$ cat src/rtl/flb_ram.sv
// ----------------------------------------------------------------------------
// flb_ram
// Generic single-write, single-read RAM with a registered read port.
// ----------------------------------------------------------------------------
module flb_ram #(
	parameter int WIDTH = 8,
	parameter int DEPTH = 16
) (
	input  logic                                        clk,
	input  logic                                        we,
	input  logic [((DEPTH > 1) ? $clog2(DEPTH) : 1)-1:0] waddr,
	input  logic [WIDTH-1:0]                            wdata,
	input  logic                                        re,
	input  logic [((DEPTH > 1) ? $clog2(DEPTH) : 1)-1:0] raddr,
	output logic [WIDTH-1:0]                            rdata
);

	logic [WIDTH-1:0] mem [DEPTH];

	always_ff @(posedge clk) begin
		if (we) begin
			mem[waddr] <= wdata;
		end
		// Hold the last read word while no read is issued.
		if (re) begin
			rdata <= mem[raddr];
		end
	end

endmodule

$ cat config.mk
export PLATFORM = sky130hd
export DESIGN_NAME = flb_ram
export DESIGN_NICKNAME = d
export VERILOG_FILES = /design/src/rtl/flb_ram.sv
export SDC_FILE = /design/constraint.sdc
export NUM_CORES = 1
export LEC_CHECK = 0
export BUFFER_PORTS_ARGS = -buffer_cell sky130_fd_sc_hd__clkbuf_2
export CAP_MARGIN = 25
export CORE_ASPECT_RATIO = 0.7
export CORE_MARGIN = 2
export CORE_UTILIZATION = 60
export DETAILED_ROUTE_END_ITERATION = 10
export PLACE_DENSITY_LB_ADDON = 0.3
export SETUP_SLACK_MARGIN = 0.2
export SYNTH_ARGS = -nofsm -noshare
export SYNTH_HDL_FRONTEND = slang
export SYNTH_SLANG_ARGS = --single-unit
$ cat constraint.sdc
create_clock -name clk -period 1.8 [get_ports clk]
set_input_delay 0.18 -clock clk [delete_from_list [all_inputs] [get_ports clk]]
set_output_delay 0.18 -clock clk [all_outputs]
set_load 0.01 [all_outputs]
==> results of run 1 <==
==> metal layers <==
| layer | vias to the layer above | GRT usage [%] |
|---|---|---|
| met5 | - | 0 |
| met2 | 108 | 34.74 |
| met3 | 12 | 8.248 |
| li1 | 1096 | - |
| met4 | 0 | 6.988 |
| met1 | 1275 | 34.10 |
==> final cells by class <==
cell class | instances | area, sq um
Tap cell | 120 | 150.1
Clock inverter | 10 | 57.56
Fill cell | 492 | 2313
Sequential cell | 136 | 4084
Timing Repair Buffer | 50 | 335.3
Multi-Input combinational cell | 83 | 1062
Clock buffer | 21 | 440.4
==> stage by stage <==
| stage | setup WS [ns] | total power [mW] | area [sq um] | hold slack [ns] | std cells |
|---|---|---|---|---|---|
| after CTS | 0.3033 | 6.874 | 6130 | 0.1695 | 420 |
| final | 0.3145 | 6.829 | 6130 | 0.1796 | 420 |
| after global routing | 0.2606 | 7.030 | 6130 | 0.1963 | 420 |
| after global placement | 0.04513 | 3.979 | 5632 | 0.5878 | 389 |
| after floorplan | 0.3376 | 3.836 | 5233 | 0.2789 | 229 |
| after detailed placement | 0.04955 | 3.992 | 5632 | 0.5979 | 389 |
==> power by group through the flow <==
stage	logic, mW	registers (mW)	clock network, mW
2_1_floorplan	0.180	3.66	0
3_3_place_gp	0.325	3.65	0
3_5_place_dp	0.334	3.66	0
4_1_cts	0.336	3.59	2.94
5_1_grt	0.360	3.60	3.07
6_report	0.332	3.59	2.90
==> synthesized netlist by cell type <==
library cell	n
and2_1	1
buf_4	1
buf_2	3
mux4_2	18
nand3_1	1
nand2_1	9
mux4_1	14
edfxtp_1	136
nand2b_1	2
clkdlybuf4s25_2	3
and2b_1	1
nor2_1	13
a22oi_1	16
or3b_2	1
nand3b_1	2
nor3_1	4
buf_6	3
nor2b_1	1
==> flip-flops by register name, summed over array words and instances, names as in the netlist <==
name   flops
mem      128
rdata      8
==> worst max path at each step <==
stage / cells past startpoint / end / slack, ns / startpoint
floorplan: 5 / rdata[1] / 0.34 / raddr[0]
global placement: 5 / rdata[2] / 0.05 / raddr[0]
detailed placement: 5 / rdata[2] / 0.05 / raddr[0]
CTS: 3 / rdata[2] / 0.30 / mem[1][2]
global route: 3 / rdata[5] / 0.26 / mem[9][5]
finish: 3 / rdata[2] / 0.31 / mem[1][2]
==> logic make-up after synthesis <==
group | after synthesis | synth area share [%]
compound gates | 16 | 2.298
simple gates | 35 | 3.136
buf+inv | 10 | 1.651
mux | 32 | 14.79
flops | 136 | 78.12
==> run metrics, run 1 <==
Avg Inst Size Synth=between 20 and 25 sq um; Layout Nets=307; via count=between 2,000 and 2,500; FF-to-FF path depth=3; #FFs+latches synth=136; Worst Hold Path Cells=1; Peak VDD IR=0.0009080 V; share of cells above drive strength 1=32.33%; GR Util All Layers=a little under a quarter; met3 WL post-DR=858 um; Synth cell types=18; mapped cell area=5228 sq um; num rows=28; area of the core=about 8400 sq um; worst setup path class=reg -> reg; Net Count, Synth=about 250; cell taking the most area after synthesis=edfxtp_1; Clk Tree Root Cell=clkbuf_16; Clock transition at path regs=roughly 0.050 ns; setup bufs post-CTS=0; Skew-Pair Late Insertion Delay=0.41 ns; Critical Path RT=1.96 ns; largest net degree at the start of global routing=33; commonest cells after routing, fill and taps aside=edfxtp_1, clkbuf_2, buf_4, mux4_2, clkbuf_16; worst relative slew slack=70.16%; crit start category=flip-flop; WL met1=around 4.3 mm; switching share of power=20.30%; register area share after synthesis=78.12%; slowest cell on the critical path=mux4_1; Crit path largest cell delay=0.51 ns; H-Tree Depth=4; Cells after Synth=around 230; RR Endpoint=rdata[2]; Int Pwr=5.443 mW; Leakage=~2.1 nW; detailed-route vias per instance=between 5 and 6; CP cell instances=mux4_1 -> a22oi_1 -> nand2_1; Slew @ Worst Pin=0.4476 ns; total gr overflow=0; Yosys warnings=0; cts bufs inserted=17; final slew viol count=0; reg-to-reg slack, setup=roughly 0.31 ns; HP Class=in -> reg; RSZ-0062 raised after global routing=false; CP endpoint kind=flip-flop; Die ar.=about 9500 sq um; ant diodes=0; vias in the first global route=2,530; Sw Pwr=1.386 mW; I/O pin count=27; Synth area leaders=edfxtp_1, mux4_2, mux4_1; Finish-stage setup viols=0; initial antenna violation count=0; Crit path max-delay family=multiplexers; Fin Setup TNS=0 ns; area fraction of the dominant cell type after synthesis=78.12%; f_max=673.2 MHz; GPL Wtd Cong=0.7678; part of the cycle the worst path needs=between 80 and 90%; Antenna Nets Post-Route=0; Tmin final=1.486 ns; Buf/Inv on CP=0; sequential share of power=52.6%; Clock Power Share=42.5%; Routed Wire Length=9.777 mm; Final HPWL DP=6.390 mm; residual DRC count=0; final core occ=between 70% and 80%; die width=~120 um; CP max FO=1; min-delay src=wdata[6]; commonest non-fill, non-tap cell in the layout=edfxtp_1; drt first pass iters=5; Fin. Hold Viols=0; Initial Util=61.91%; Max Cap Violations=0; clk_skew=0.005886 ns; highest routed metal layer=met4; metal2 WL=4.578 mm; first-pass GRT wire length=14.85 mm; # hold bufs at CTS=0; initial DRC count=between 200 and 300; status=complete, no violations; die height=82.10 um; Area Overhead vs Synth=17.26%; Sink Count=136; Avg WL per Cell=23.28 um; CTS tree=yes; combinational group share of total power=4.9%; r2r startpoint=mem[1][2]; post_cts resized=0; Port Buf Inserts=26; Worst Hold End=mem[12][6]; Crit path arrival time=1.64 ns; Pwr Density=~1100 nW/um^2; clk buf depth=2
Power figures use the tool's default switching activity.
==> run 2, diff against run 1 <==
--- a/config.mk
+++ b/config.mk
@@ -5,11 +5,12 @@
 export SDC_FILE = /design/constraint.sdc
 export NUM_CORES = 1
 export LEC_CHECK = 0
+export ABC_AREA = 1
 export BUFFER_PORTS_ARGS = -buffer_cell sky130_fd_sc_hd__clkbuf_2
 export CAP_MARGIN = 25
 export CORE_ASPECT_RATIO = 0.7
 export CORE_MARGIN = 2
-export CORE_UTILIZATION = 60
+export CORE_UTILIZATION = 55
 export DETAILED_ROUTE_END_ITERATION = 10
 export PLACE_DENSITY_LB_ADDON = 0.3
 export SETUP_SLACK_MARGIN = 0.2
==> constraint.sdc (replaced) <==
create_clock -name clk -period 1.25 [get_ports clk]
set_input_delay 0.125 -clock clk [delete_from_list [all_inputs] [get_ports clk]]
set_output_delay 0.125 -clock clk [all_outputs]
set_load 0.01 [all_outputs]
==> run 2 against run 1 <==
First-iteration DRC count increased by 86%. Flip-flop and latch count did not move. Synthesized area rose by 12%. Synthesized cell count grew 140%. Die area increased by 21%. Combinational power rose by 130%. Worst setup slack got worse by 0.19 ns. Register-to-register slack worse by 0.17 ns. Clock power increased by 82%. Design area increased by 17%. Routed wire length is 44% higher. Global-route usage increased by 2.5 points. Largest power group is now clock.
==> run metrics, run 2 <==
part of the cycle the worst path needs=90.09%; Top FF cell, synth=edfxtp_1; Antenna Nets Post-Route=0 (unchanged); Final HPWL DP=8.374 mm (+31%); Synth area leaders=edfxtp_1, nand2_1, nand3_1; H-Tree Depth=4 (unchanged); clk buf depth=2 (unchanged); Pwr Density=1557 nW/um^2 (+40%); CP cell instances=clkbuf_2; register area share after synthesis=69.85% (-8.3 points); Slew @ Worst Pin=0.7434 ns (+0.2958 ns); drt first pass iters=5 (unchanged); area fraction of the dominant cell type after synthesis=69.85% (-8.3 points); total gr overflow=0 (unchanged); fill count=702 (+43%); status=complete, no violations; Crit path arrival time=1.00 ns (-0.64 ns); crit start category=flip-flop; fin worst setup slack=0.1239 ns (-0.1905 ns); commonest non-fill, non-tap cell in the layout=nand2_1; I/O pin count=27 (unchanged); Finish-stage setup viols=0 (unchanged); clk_skew=0.005791 ns (-0.00009481 ns); RSZ-0062 raised after global routing=true; Setup crit start=rdata[1]; Skew-Pair Late Insertion Delay=0.42 ns (about the same); Leakage=3.128 nW (+50%); mapped cell area=5847 sq um (+12%); most frequent cells after synthesis=nand2_1, edfxtp_1, inv_1; worst slack, placed=-0.08978 ns (-0.1393 ns); Sink Count=136 (unchanged); Crit path max-delay family=flip-flops; CTS tree=yes; Buf/Inv on CP=1 (+1); CP endpoint kind=output pin; die height=90.27 um (+10%); r2r startpoint=mem[5][6]; Fin Setup TNS=0 ns (unchanged); f_max=888.0 MHz; Critical Path RT=1.12 ns (-0.84 ns); largest net degree at the start of global routing=45 (+36%); Register Area=4084 sq um (unchanged); residual DRC count=0 (unchanged); Reg with most FFs=mem; Peak VDD IR=0.0009909 V (+9.1%); #FFs+latches synth=136 (unchanged); Non-Filler Instances=741 (+76%); # hold bufs at CTS=0 (unchanged); GR Util All Layers=26.02% (+2.5 points); cell taking the most area after synthesis=edfxtp_1; Layout Nets=616 (+100%); Tmin final=1.126 ns; Initial Util=56.46% (-5.5 points); Largest register FFs=128 (unchanged); ant diodes=0 (unchanged); Post-synth EDFFs=136 (unchanged); vias in the first global route=3,876 (+53%); Clk Tree Root Cell=clkbuf_16; Clock transition at path regs=0.06 ns (about the same); Yosys warnings=0 (unchanged); Synth cell types=11 (-7); share of cells above drive strength 1=25.29% (-7.0 points); CP max FO=1 (unchanged); Largest regs=mem: 128 flops, rdata: 8 flops; final slew viol count=0 (unchanged); Min Hold Slack=0.1186 ns (-0.06093 ns); Routed Wire Length=14.07 mm (+44%); Die ar.=11,480 sq um (+21%); die width=127.2 um (+10%); Fin. Hold Viols=0 (unchanged); Final Power=11.21 mW (+64%); area of the core=10,360 sq um (+23%); Crit path largest cell delay=0.43 ns (-0.08 ns); Multi-input gate area=1574 sq um (+48%); initial DRC count=534 (+86%); worst setup path class=reg -> out; min-delay src=re; worst relative slew slack=50.37% (-20 points); num rows=31 (+11%); detailed-route vias per instance=5.447 (-8.2%); Net Count, Synth=570 (+130%); GPL Wtd Cong=0.8712 (+13%); post-synthesis async set-or-reset flop share=0% (unchanged); Avg Inst Size Synth=10.61 sq um (-54%); cts bufs inserted=17 (unchanged); setup bufs post-CTS=0 (unchanged); HP Class=in -> reg; commonest cells after routing, fill and taps aside=nand2_1, edfxtp_1, inv_1, nand3_2, nand3_1; Max Cap Violations=0 (unchanged); Port Buf Inserts=26 (unchanged); Post-Place Cells=710 (+83%); Cells after Synth=551 (+140%); Avg WL per Cell=18.99 um (-18%); first-pass GRT wire length=21.59 mm (+45%); most frequent cell after synthesis=nand2_1; Area Overhead vs Synth=23.15%; slowest cell on the critical path=edfxtp_1; initial antenna violation count=0 (unchanged); via count=4,036 (+62%)
-- run 2: path summary, 6_finish.rpt --
check                  end  slack, ns  cells past startpoint
hold reg to reg   rdata[1]       0.77                      6
setup reg to reg  rdata[6]       0.14                      6
setup / recovery  rdata[1]       0.12                      1
hold / removal    rdata[3]       0.12                      1
-- run 2: layer usage --
| layer | track usage (%) | wire (um) | share of wire, % |
|---|---|---|---|
| met5 | 0 | 0 | 0 |
| met4 | 7.692 | 246 | 1.7 |
| met3 | 7.050 | 1303 | 9.3 |
| met1 | 39.76 | 6330 | 45 |
| met2 | 36.83 | 6188 | 44 |
-- run 2: area by class of cell --
| cell class | instances | area share [%] |
|---|---|---|
| clock buffer | 19 | 6.012 |
| tap | 132 | 2.294 |
| clock inverter | 12 | 2.520 |
| sequential | 136 | 56.72 |
| timing repair buffer | 51 | 5.282 |
| multi-input combinational | 289 | 21.86 |
| inverter | 102 | 5.317 |
-- run 2: cell families after synthesis --
family | share of synthesized area [%]
DFF | 69.85
buffers and inverters | 9.394
and+or+nand+nor | 20.76
-- run 2: report_power, final --
group	total [mW]	internal (mW)	switching, mW
combinational	0.765	0.239	0.527
clock	5.27	3.49	1.78
sequential	5.18	5.14	0.0385
total	11.2	8.87	2.35
-- run 2: per-stage QoR --
stage / instance area, sq um / util, %
after global routing: 7201 / 69.53
after floorplan: 5847 / -
after detailed placement: 6226 / 60.12
after CTS: 7048 / 68.06
final: 7201 / 69.53
after global placement: 6226 / 60.12
-- run 2: what timing repair did --
item / CTS / global route
pin swaps: 31 / 27
cloned: 0 / 0
gates resized for setup: 46 / 31
endpoints found under the setup margin: 16 / 16
